===== src/rtl/ffsa_pkg.sv =====
`default_nettype none
package ffsa_pkg;

	localparam int MaxSegments = 64;
	localparam int OffsetBits = 24;
	localparam int IdxBits = $clog2(MaxSegments);
	localparam int CntBits = $clog2(MaxSegments + 1);
	localparam logic [OffsetBits-1:0] DefaultHeap = OffsetBits'(10000000);
	localparam logic [23:0] DefaultWindow = 24'd1998;

	// result codes
	localparam logic [2:0] StOk = 3'd0;
	localparam logic [2:0] StNoFit = 3'd1;
	localparam logic [2:0] StWindow = 3'd2;
	localparam logic [2:0] StNotFound = 3'd3;
	localparam logic [2:0] StFull = 3'd4;

	// register indexes
	localparam logic [1:0] RegHeap = 2'd0;
	localparam logic [1:0] RegWinEn = 2'd1;
	localparam logic [1:0] RegWinLo = 2'd2;
	localparam logic [1:0] RegWinHi = 2'd3;

	typedef struct packed {
		logic action;
		logic [23:0] request_size;
		logic [23:0] release_offset;
	} req_t;

	typedef struct packed {
		logic [2:0] status;
		logic [23:0] block_offset;
		logic [23:0] grant_size;
	} rsp_t;

	// one table entry
	typedef struct packed {
		logic [OffsetBits-1:0] start;
		logic [OffsetBits-1:0] len;
		logic busy;
	} seg_t;

	typedef enum logic [3:0] {
		S_IDLE,
		S_SCAN,
		S_SCAN_WAIT,
		S_SHIFT_RD,
		S_SHIFT_WR,
		S_SPLIT_WR,
		S_REL_NEXT,
		S_REL_PREV,
		S_DEL_RD,
		S_DEL_WR,
		S_DONE
	} fsm_t;

	// configuration snapshot handed to the engine
	typedef struct packed {
		logic init;
		logic [OffsetBits-1:0] heap;
		logic win_en;
		logic [23:0] win_min;
		logic [23:0] win_max;
	} cfg_t;

endpackage
`default_nettype wire


===== src/rtl/ffsa_regs.sv =====
`default_nettype none
module ffsa_regs (
	input wire logic clk,
	input wire logic arst_n,
	input wire logic psel,
	input wire logic penable,
	input wire logic pwrite,
	input wire logic [3:0] paddr,
	input wire logic [31:0] pwdata,
	output logic [31:0] prdata,
	output logic pready,
	output ffsa_pkg::cfg_t cfg
);

	logic [23:0] heap_q, lo_q, hi_q;
	logic en_q, init_q, wr;
	logic [1:0] idx;

	assign pready = 1'b1;
	assign wr = psel && penable && pwrite;
	assign idx = paddr[3:2];

	// register writes
	always_ff @(posedge clk or negedge arst_n) begin
		if (!arst_n) begin
			heap_q <= ffsa_pkg::DefaultHeap;
			en_q <= 1'b0;
			lo_q <= ffsa_pkg::DefaultWindow;
			hi_q <= ffsa_pkg::DefaultWindow;
			init_q <= 1'b0;
		end else begin
			init_q <= 1'b0;
			if (wr) begin
				unique case (idx)
					ffsa_pkg::RegHeap: begin
						heap_q <= pwdata[23:0];
						init_q <= 1'b1;
					end
					ffsa_pkg::RegWinEn: en_q <= pwdata[0];
					ffsa_pkg::RegWinLo: lo_q <= pwdata[23:0];
					ffsa_pkg::RegWinHi: hi_q <= pwdata[23:0];
					default: ;
				endcase
			end
		end
	end

	// read back
	always_comb begin
		unique case (idx)
			ffsa_pkg::RegHeap: prdata = {8'd0, heap_q};
			ffsa_pkg::RegWinEn: prdata = {31'd0, en_q};
			ffsa_pkg::RegWinLo: prdata = {8'd0, lo_q};
			ffsa_pkg::RegWinHi: prdata = {8'd0, hi_q};
			default: prdata = '0;
		endcase
	end

	always_comb begin
		cfg.init = init_q;
		cfg.heap = (heap_q == 24'd0) ? ffsa_pkg::DefaultHeap : heap_q;
		cfg.win_en = en_q;
		cfg.win_min = (lo_q > hi_q) ? hi_q : lo_q;
		cfg.win_max = (lo_q > hi_q) ? lo_q : hi_q;
	end

endmodule
`default_nettype wire


===== src/rtl/ffsa_engine.sv =====
`default_nettype none
module ffsa_engine (
	input wire logic clk,
	input wire logic arst_n,
	input wire ffsa_pkg::cfg_t cfg,
	input wire logic start,
	input wire ffsa_pkg::req_t req,
	output logic busy,
	output logic done,
	output ffsa_pkg::rsp_t result
);

	localparam int IB = ffsa_pkg::IdxBits;
	localparam int CB = ffsa_pkg::CntBits;
	localparam int OB = ffsa_pkg::OffsetBits;

	// segment table, one read and one write port
	ffsa_pkg::seg_t mem [ffsa_pkg::MaxSegments];
	logic [IB-1:0] raddr, waddr;
	logic wen;
	ffsa_pkg::seg_t wdata, rdata_s1;

	always_ff @(posedge clk) begin
		if (wen) mem[waddr] <= wdata;
		rdata_s1 <= mem[raddr];
	end

	// entry 0 after init reads as the full free heap until written
	logic e0_valid_q;
	logic [OB-1:0] heap_q;
	logic [IB-1:0] raddr_q;
	ffsa_pkg::seg_t rd;
	always_comb begin
		rd = rdata_s1;
		if (!e0_valid_q && raddr_q == '0) begin
			rd.start = '0;
			rd.len = heap_q;
			rd.busy = 1'b0;
		end
	end

	ffsa_pkg::fsm_t state_q, state_d;
	logic [CB-1:0] cnt_q, cnt_d;
	logic [CB-1:0] i_q, i_d, j_q, j_d;
	ffsa_pkg::req_t req_q;
	ffsa_pkg::seg_t cur_q, cur_d;
	ffsa_pkg::rsp_t res_q, res_d;
	logic done_q, done_d;

	assign busy = (state_q != ffsa_pkg::S_IDLE);
	assign done = done_q;
	assign result = res_q;

	always_ff @(posedge clk or negedge arst_n) begin
		if (!arst_n) begin
			state_q <= ffsa_pkg::S_IDLE;
			cnt_q <= CB'(1);
			e0_valid_q <= 1'b0;
			heap_q <= ffsa_pkg::DefaultHeap;
			done_q <= 1'b0;
		end else begin
			state_q <= state_d;
			cnt_q <= cnt_d;
			done_q <= done_d;
			if (cfg.init) begin
				cnt_q <= CB'(1);
				e0_valid_q <= 1'b0;
				heap_q <= cfg.heap;
			end else if (wen && waddr == '0) begin
				e0_valid_q <= 1'b1;
			end
		end
	end

	always_ff @(posedge clk) begin
		i_q <= i_d;
		j_q <= j_d;
		cur_q <= cur_d;
		res_q <= res_d;
		raddr_q <= raddr;
		if (start && !busy) req_q <= req;
	end

	// sequencer: scan, then shift up to insert or shift down to delete
	always_comb begin
		state_d = state_q;
		cnt_d = cnt_q;
		i_d = i_q;
		j_d = j_q;
		cur_d = cur_q;
		res_d = res_q;
		done_d = 1'b0;
		raddr = i_q[IB-1:0];
		wen = 1'b0;
		waddr = i_q[IB-1:0];
		wdata = cur_q;
		unique case (state_q)
			ffsa_pkg::S_IDLE: begin
				if (start) begin
					res_d = '0;
					i_d = '0;
					raddr = '0;
					state_d = ffsa_pkg::S_SCAN_WAIT;
					if (!req.action) begin
						if (cfg.win_en && (req.request_size < cfg.win_min ||
							req.request_size > cfg.win_max)) begin
							res_d.status = ffsa_pkg::StWindow;
							state_d = ffsa_pkg::S_DONE;
						end else if (req.request_size == '0) begin
							res_d.status = ffsa_pkg::StNoFit;
							state_d = ffsa_pkg::S_DONE;
						end
					end
				end
			end
			ffsa_pkg::S_SCAN: begin
				// issue read of entry i
				raddr = i_q[IB-1:0];
				state_d = ffsa_pkg::S_SCAN_WAIT;
			end
			ffsa_pkg::S_SCAN_WAIT: begin
				cur_d = rd;
				if (!req_q.action) begin
					if (!rd.busy && rd.len >= req_q.request_size) begin
						if (rd.len != req_q.request_size) begin
							if (cnt_q >= CB'(ffsa_pkg::MaxSegments)) begin
								res_d.status = ffsa_pkg::StFull;
								state_d = ffsa_pkg::S_DONE;
							end else begin
								// shift entries i+1..cnt-1 up, from the top
								j_d = cnt_q;
								state_d = ffsa_pkg::S_SHIFT_RD;
							end
						end else begin
							wen = 1'b1;
							wdata = rd;
							wdata.busy = 1'b1;
							res_d.status = ffsa_pkg::StOk;
							res_d.block_offset = rd.start;
							res_d.grant_size = req_q.request_size;
							state_d = ffsa_pkg::S_DONE;
						end
					end else if (i_q + CB'(1) >= cnt_q) begin
						res_d.status = ffsa_pkg::StNoFit;
						state_d = ffsa_pkg::S_DONE;
					end else begin
						i_d = i_q + CB'(1);
						raddr = i_d[IB-1:0];
					end
				end else begin
					if (rd.start == req_q.release_offset) begin
						res_d.status = ffsa_pkg::StOk;
						res_d.block_offset = rd.start;
						res_d.grant_size = rd.len;
						cur_d.busy = 1'b0;
						if (i_q + CB'(1) < cnt_q) begin
							raddr = IB'(i_q + CB'(1));
							state_d = ffsa_pkg::S_REL_NEXT;
						end else begin
							// last entry: no next merge
							wen = 1'b1;
							wdata = cur_d;
							j_d = '1;
							state_d = ffsa_pkg::S_REL_PREV;
							raddr = IB'(i_q - CB'(1));
						end
					end else if (i_q + CB'(1) >= cnt_q) begin
						res_d.status = ffsa_pkg::StNotFound;
						state_d = ffsa_pkg::S_DONE;
					end else begin
						i_d = i_q + CB'(1);
						raddr = i_d[IB-1:0];
					end
				end
			end
			ffsa_pkg::S_SHIFT_RD: begin
				if (j_q == i_q + CB'(1)) begin
					state_d = ffsa_pkg::S_SPLIT_WR;
				end else begin
					raddr = IB'(j_q - CB'(1));
					state_d = ffsa_pkg::S_SHIFT_WR;
				end
			end
			ffsa_pkg::S_SHIFT_WR: begin
				wen = 1'b1;
				waddr = j_q[IB-1:0];
				wdata = rd;
				j_d = j_q - CB'(1);
				state_d = ffsa_pkg::S_SHIFT_RD;
			end
			ffsa_pkg::S_SPLIT_WR: begin
				// write remainder at i+1 now, busy head at i next
				wen = 1'b1;
				waddr = IB'(i_q + CB'(1));
				wdata.start = cur_q.start + req_q.request_size;
				wdata.len = cur_q.len - req_q.request_size;
				wdata.busy = 1'b0;
				cnt_d = cnt_q + CB'(1);
				cur_d.len = req_q.request_size;
				cur_d.busy = 1'b1;
				res_d.status = ffsa_pkg::StOk;
				res_d.block_offset = cur_q.start;
				res_d.grant_size = req_q.request_size;
				state_d = ffsa_pkg::S_DEL_WR;
				j_d = cnt_q + CB'(1);
			end
			ffsa_pkg::S_REL_NEXT: begin
				if (!rd.busy) begin
					cur_d.len = cur_q.len + rd.len;
				end
				wen = 1'b1;
				wdata = cur_d;
				if (!rd.busy) begin
					// delete entry i+1 after the previous merge check
					j_d = i_q + CB'(1);
				end else begin
					j_d = '1;
				end
				state_d = ffsa_pkg::S_REL_PREV;
				raddr = IB'(i_q - CB'(1));
			end
			ffsa_pkg::S_REL_PREV: begin
				// rd holds entry i-1 when i > 0
				if (state_q == ffsa_pkg::S_REL_PREV && i_q != '0 && !rd.busy) begin
					wen = 1'b1;
					waddr = IB'(i_q - CB'(1));
					wdata = rd;
					wdata.len = rd.len + cur_q.len;
					// previous absorbs i; delete i (and i+1 if merged too)
					if (j_q == i_q + CB'(1)) begin
						j_d = i_q;
						cur_d.busy = 1'b1; // marks a double delete
					end else begin
						j_d = i_q;
						cur_d.busy = 1'b0;
					end
					state_d = ffsa_pkg::S_DEL_RD;
				end else if (j_q == i_q + CB'(1) && i_q + CB'(1) < cnt_q) begin
					cur_d.busy = 1'b0;
					state_d = ffsa_pkg::S_DEL_RD;
				end else begin
					state_d = ffsa_pkg::S_DONE;
				end
			end
			ffsa_pkg::S_DEL_RD: begin
				// move entry j+1 (or j+2 for a double delete) down to j
				if (j_q + (cur_q.busy ? CB'(2) : CB'(1)) >= cnt_q) begin
					cnt_d = cnt_q - (cur_q.busy ? CB'(2) : CB'(1));
					state_d = ffsa_pkg::S_DONE;
				end else begin
					raddr = IB'(j_q + (cur_q.busy ? CB'(2) : CB'(1)));
					state_d = ffsa_pkg::S_DEL_WR;
				end
			end
			ffsa_pkg::S_DEL_WR: begin
				if (j_q == cnt_q) begin
					// tail of a split: write the busy head
					wen = 1'b1;
					waddr = i_q[IB-1:0];
					wdata = cur_q;
					state_d = ffsa_pkg::S_DONE;
				end else begin
					wen = 1'b1;
					waddr = j_q[IB-1:0];
					wdata = rd;
					j_d = j_q + CB'(1);
					state_d = ffsa_pkg::S_DEL_RD;
				end
			end
			ffsa_pkg::S_DONE: begin
				done_d = 1'b1;
				state_d = ffsa_pkg::S_IDLE;
			end
			default: state_d = ffsa_pkg::S_IDLE;
		endcase
	end

endmodule
`default_nettype wire


===== src/rtl/first_fit_segment_allocator_core.sv =====
`default_nettype none
// First-fit heap segment allocator. A start beat is taken when busy is low;
// one result beat follows on done, which the receiver must take that cycle
// since it cannot stall. The segment table lives in one memory with a single
// read port, so a request reads the entries that it scans one at a time, and a
// split that inserts or a release that merges moves entries one at a time.
// Writing heap_bytes reinitialises the table through a registered init strobe;
// no clearing pass.
module first_fit_segment_allocator_core (
	input wire logic clk,
	input wire logic arst_n,
	input wire logic psel,
	input wire logic penable,
	input wire logic pwrite,
	input wire logic [3:0] paddr,
	input wire logic [31:0] pwdata,
	output logic [31:0] prdata,
	output logic pready,
	input wire logic start,
	input wire ffsa_pkg::req_t req,
	output logic busy,
	output logic done,
	output ffsa_pkg::rsp_t result
);

	ffsa_pkg::cfg_t cfg;

	ffsa_regs u_regs (
		.clk(clk), .arst_n(arst_n), .psel(psel), .penable(penable),
		.pwrite(pwrite), .paddr(paddr), .pwdata(pwdata), .prdata(prdata),
		.pready(pready), .cfg(cfg)
	);

	ffsa_engine u_engine (
		.clk(clk), .arst_n(arst_n), .cfg(cfg), .start(start), .req(req),
		.busy(busy), .done(done), .result(result)
	);

endmodule
`default_nettype wire


===== config.mk =====
export PLATFORM = sky130hd
export DESIGN_NAME = first_fit_segment_allocator_core
export DESIGN_NICKNAME = d
export VERILOG_FILES = /design/src/rtl/ffsa_pkg.sv /design/src/rtl/ffsa_regs.sv /design/src/rtl/ffsa_engine.sv /design/src/rtl/first_fit_segment_allocator_core.sv
export SDC_FILE = /design/constraint.sdc
export NUM_CORES = 2
export LEC_CHECK = 0
export BUFFER_PORTS_ARGS = -buffer_cell sky130_fd_sc_hd__buf_2
export CORE_MARGIN = 2
export CORE_UTILIZATION = 50
export DETAILED_ROUTE_END_ITERATION = 16
export MAX_ROUTING_LAYER = met4
export PLACE_DENSITY = 0.66
export SLEW_MARGIN = 15
export SYNTH_ARGS = -nofsm -noshare
export SYNTH_HDL_FRONTEND = slang
export SYNTH_HIERARCHICAL = 1
export SYNTH_SLANG_ARGS = --single-unit

===== constraint.sdc =====
create_clock -name clk -period 13.4 [get_ports clk]
set_clock_uncertainty 0.1 [all_clocks]
set_input_delay 2.68 -clock clk [delete_from_list [all_inputs] [get_ports clk]]
set_output_delay 2.68 -clock clk [all_outputs]
set_load 0.05 [all_outputs]

==> results.md <==
Logic synthesis
* Netlist Area Pre-Place: 146100 um^2
* Syn. warnings: 6
* number of cells produced by synthesis: 11.50k
* count of flip-flops with a built-in enable after synthesis: 3299
* async set-reset flop share out of synthesis: 3.203%
* Cell variety after synth: 89
* Synth area leader: edfxtp_1
* share of the synthesized area in the top cell type: 67.80%
* most area-consuming cells after synthesis: edfxtp_1 (68%), nand2_1 (8.5%), a311oi_1 (2.9%)
* Post-synth top flop: edfxtp_1
* proportion of synthesized chip area in sequential cells: 70.48%
* post-synthesis register bit count: 3465
* post-synthesis area per instance: 12.71 um^2

STA
* hold violation total from the final report: 0
* final number of setup-violating endpoints: 0
* TNS Setup: 0 ns
* final critical delay including setup and external delays: 10.18 ns
* unrepaired setup endpoints after global routing: false
* slew of the pin with the lowest slew margin: 1.312 ns
* fin crit share: 75.99%
* number of max-slew violations in the final report: 0
* worst setup slack after layout: 3.218 ns
* fmax: 98.21 MHz
* relative slew slack: 11.73%

Clock network
* TritonCTS buffer count: 355
* clock transition at the registers of the reported paths: 0.06 ns
* depth of the CTS H-tree: 5
* worst skew pair latency: 0.95 ns
* maximum root-to-sink buffer count: 4
* Hold-fix buffers, CTS: 0
* TritonCTS clock tree: yes
* TritonCTS sink count: 3465
* cell at the root of the clock tree: clkbuf_16
* count of instances resized after the clock tree is built: 0
* buffers inserted during post-CTS setup optimization: 0

Drt
* post-detailed-routing wire length: 432900 um
* mean routed wirelength per cell: 27.48 um
* remaining routing DRC violations: 0
* DR iter-0 viols: 13.62k
* number of iterations in the first detailed-routing pass: 7
* post-route ant nets: 0
* detailed-routed wire length on met3: 44090 um
* Avg Vias per Cell: 6.238
* M1 WL: 172300 um
* via count: 98.29k
* met2 WL post-DR: 199800 um
* top routing layer in use: met4

Critical path
* CP Cell Sequence: nor4_4 > and2_2 > buf_4 > mux2i_1 > inv_1 > ha_1 > and3_1 > a221o_1 > a221oi_1 > o2111ai_1 > and2_1 > nor4_1 > o211a_2 > clkinv_1 > nand3_4 > buf_4 > a311oi_1 > nor4_1 > nand3_1
* Critical Path Start Type: flop
* biggest cell delay along the critical path: 1.06 ns
* slowest stage cell on the critical path: clkinv_1
* maximum fanout count along the critical path: 30
* worst setup path class: reg2reg
* Data required, critical path: 13.99 ns
* critical path capture point type: flop
* endpoint arrival time on the critical path: 10.77 ns

Floorplan
* number of placed I/O pins: 177
* initial core utilization: 50.24%
* Die Span X: 544.6 um
* overall die height: 544.6 um
* die outline area: 296600 um^2
* row count: 198
* area of the placeable core: 290800 um^2

Worst hold path
* type of the most critical hold path: reg2reg

Placed design
* PortBufs: 157
* routability cong.: 0.9365
* dpl hpwl: 241800 um
* dpl ws: 3.274 ns

Finish
* area overhead of the layout relative to synthesis: 12.14%
* Final nets: 11.84k
* end-of-flow core utilization: 56.34%
* share of post-route cells with drive strength above 1: 11.44%

GRT
* first-pass GRT wire length: 625200 um
* pin count of the biggest net entering global routing: 212
* GRT Util Overall: 29.45%
* antenna violations before repair: 12
* GRT Residual Overflow: 0
* via count of the first global-routing pass: 92.86k

Status
* outcome: finished clean

Job
* max-cap violation count: 0

-- state kept, by name, summed over array words and instances (netlist names) --
name / cells
u_engine/j_q: 7
u_regs/en_q: 1
u_engine/e0_valid_q: 1
u_engine/rdata_s1: 49
u_regs/heap_q: 24
u_regs/hi_q: 24
u_engine/cur_q: 49
u_engine/i_q: 7
u_engine/heap_q: 24
u_engine/result: 51
u_regs/lo_q: 24
u_engine/state_q: 4
u_engine/req_q: 49
u_engine/raddr_q: 6
u_regs/init_q: 1
u_engine/mem: 3136
u_engine/done: 1
u_engine/cnt_q: 7
-- layout make-up --
type / count / area [um^2]
fill: 22940 / 127000
sequential: 3465 / 103000
multi-input combinational: 7107 / 40460
clock buffer: 437 / 9376
tap: 3900 / 4880
timing repair buffer: 440 / 3251
clock inverter: 214 / 2167
inverter: 186 / 715.7
antenna: 8 / 20.02
-- through the flow --
step | instances | area [um^2] | hold WS, ns
after floorplan | 11500 | 146100 | 0.3805
after CTS | 15750 | 163800 | 0.4143
after global placement | 15100 | 152200 | 0.3998
final | 15760 | 163900 | 0.4196
after global routing | 15750 | 163800 | 0.4369
after detailed placement | 15100 | 152200 | 0.4007
-- cells in the mapped netlist (169+ instances only) --
cell / number
edfxtp_1: 3299
nand2_1: 3292
nand3_1: 666
and3_1: 587
a311oi_1: 483
clkbuf_1: 451
nor2_1: 215
a21oi_1: 191
ha_1: 189
inv_1: 182
buf_2: 169
-- routing by layer --
layer	up-vias	GRT usage, %
met5	-	-
met4	0	10.51
met3	898	4.439
met2	5353	44.70
met1	49260	40.60
li1	42780	-
-- cell families after synthesis --
logic type / count (synthesis) / share of synthesized area [%]
XOR/XNOR: 107 / 0.6696
other: 2 / 0.005140
flip-flops: 3465 / 70.48
multiplexers: 217 / 1.697
AND/OR/NAND/NOR: 5197 / 15.77
buffers and inverters: 931 / 2.659
AO/OA/AOI/OAI: 1383 / 7.029
adder cells (fa/ha/maj): 194 / 1.687
-- worst max-delay path, delay by kind of cell, from the launching register on --
family,cells,cell delay [ns]
flip-flops,1,0.32
AND/OR/NAND/NOR,8,4.15
buffers and inverters,4,2.35
adder cells (fa/ha/maj),1,0.32
multiplexers,1,0.52
AO/OA/AOI/OAI,5,2.04
-- layout by cell type (no fill, tap or decap), types with 74 or more instances in the layout --
cell	instances
inv_1	172
nor4_1	133
clkbuf_16	359
buf_2	156
a31oi_1	134
a22o_1	97
and3_1	586
a21oi_1	181
mux2_2	154
o21ai_0	152
nor2_1	146
edfxtp_1	3299
dfrtp_1	78
clkinv_2	74
a311oi_1	483
nand4_1	80
nand2_1	3283
ha_1	189
buf_4	257
nand3_1	660
-- worst paths after layout --
kind,from,endpoint,slack (ns),depth (start not counted)
min in group asynchronous,arst_n,u_engine/e0_valid_q,1.71,1
max,u_engine/raddr_q[2],u_engine/rdata_s1[28],3.22,19
max in group asynchronous,arst_n,u_regs/heap_q[3],10.00,2
min,u_engine/heap_q[13],u_engine/heap_q[13],0.42,1
min reg2reg,u_engine/heap_q[13],u_engine/heap_q[13],0.42,1
max reg2reg,u_engine/raddr_q[2],u_engine/rdata_s1[28],3.22,19
Power is left out: the tool's default activity adds up to more than one toggle a clock period on the data nets, which glitch-free logic cannot reach.
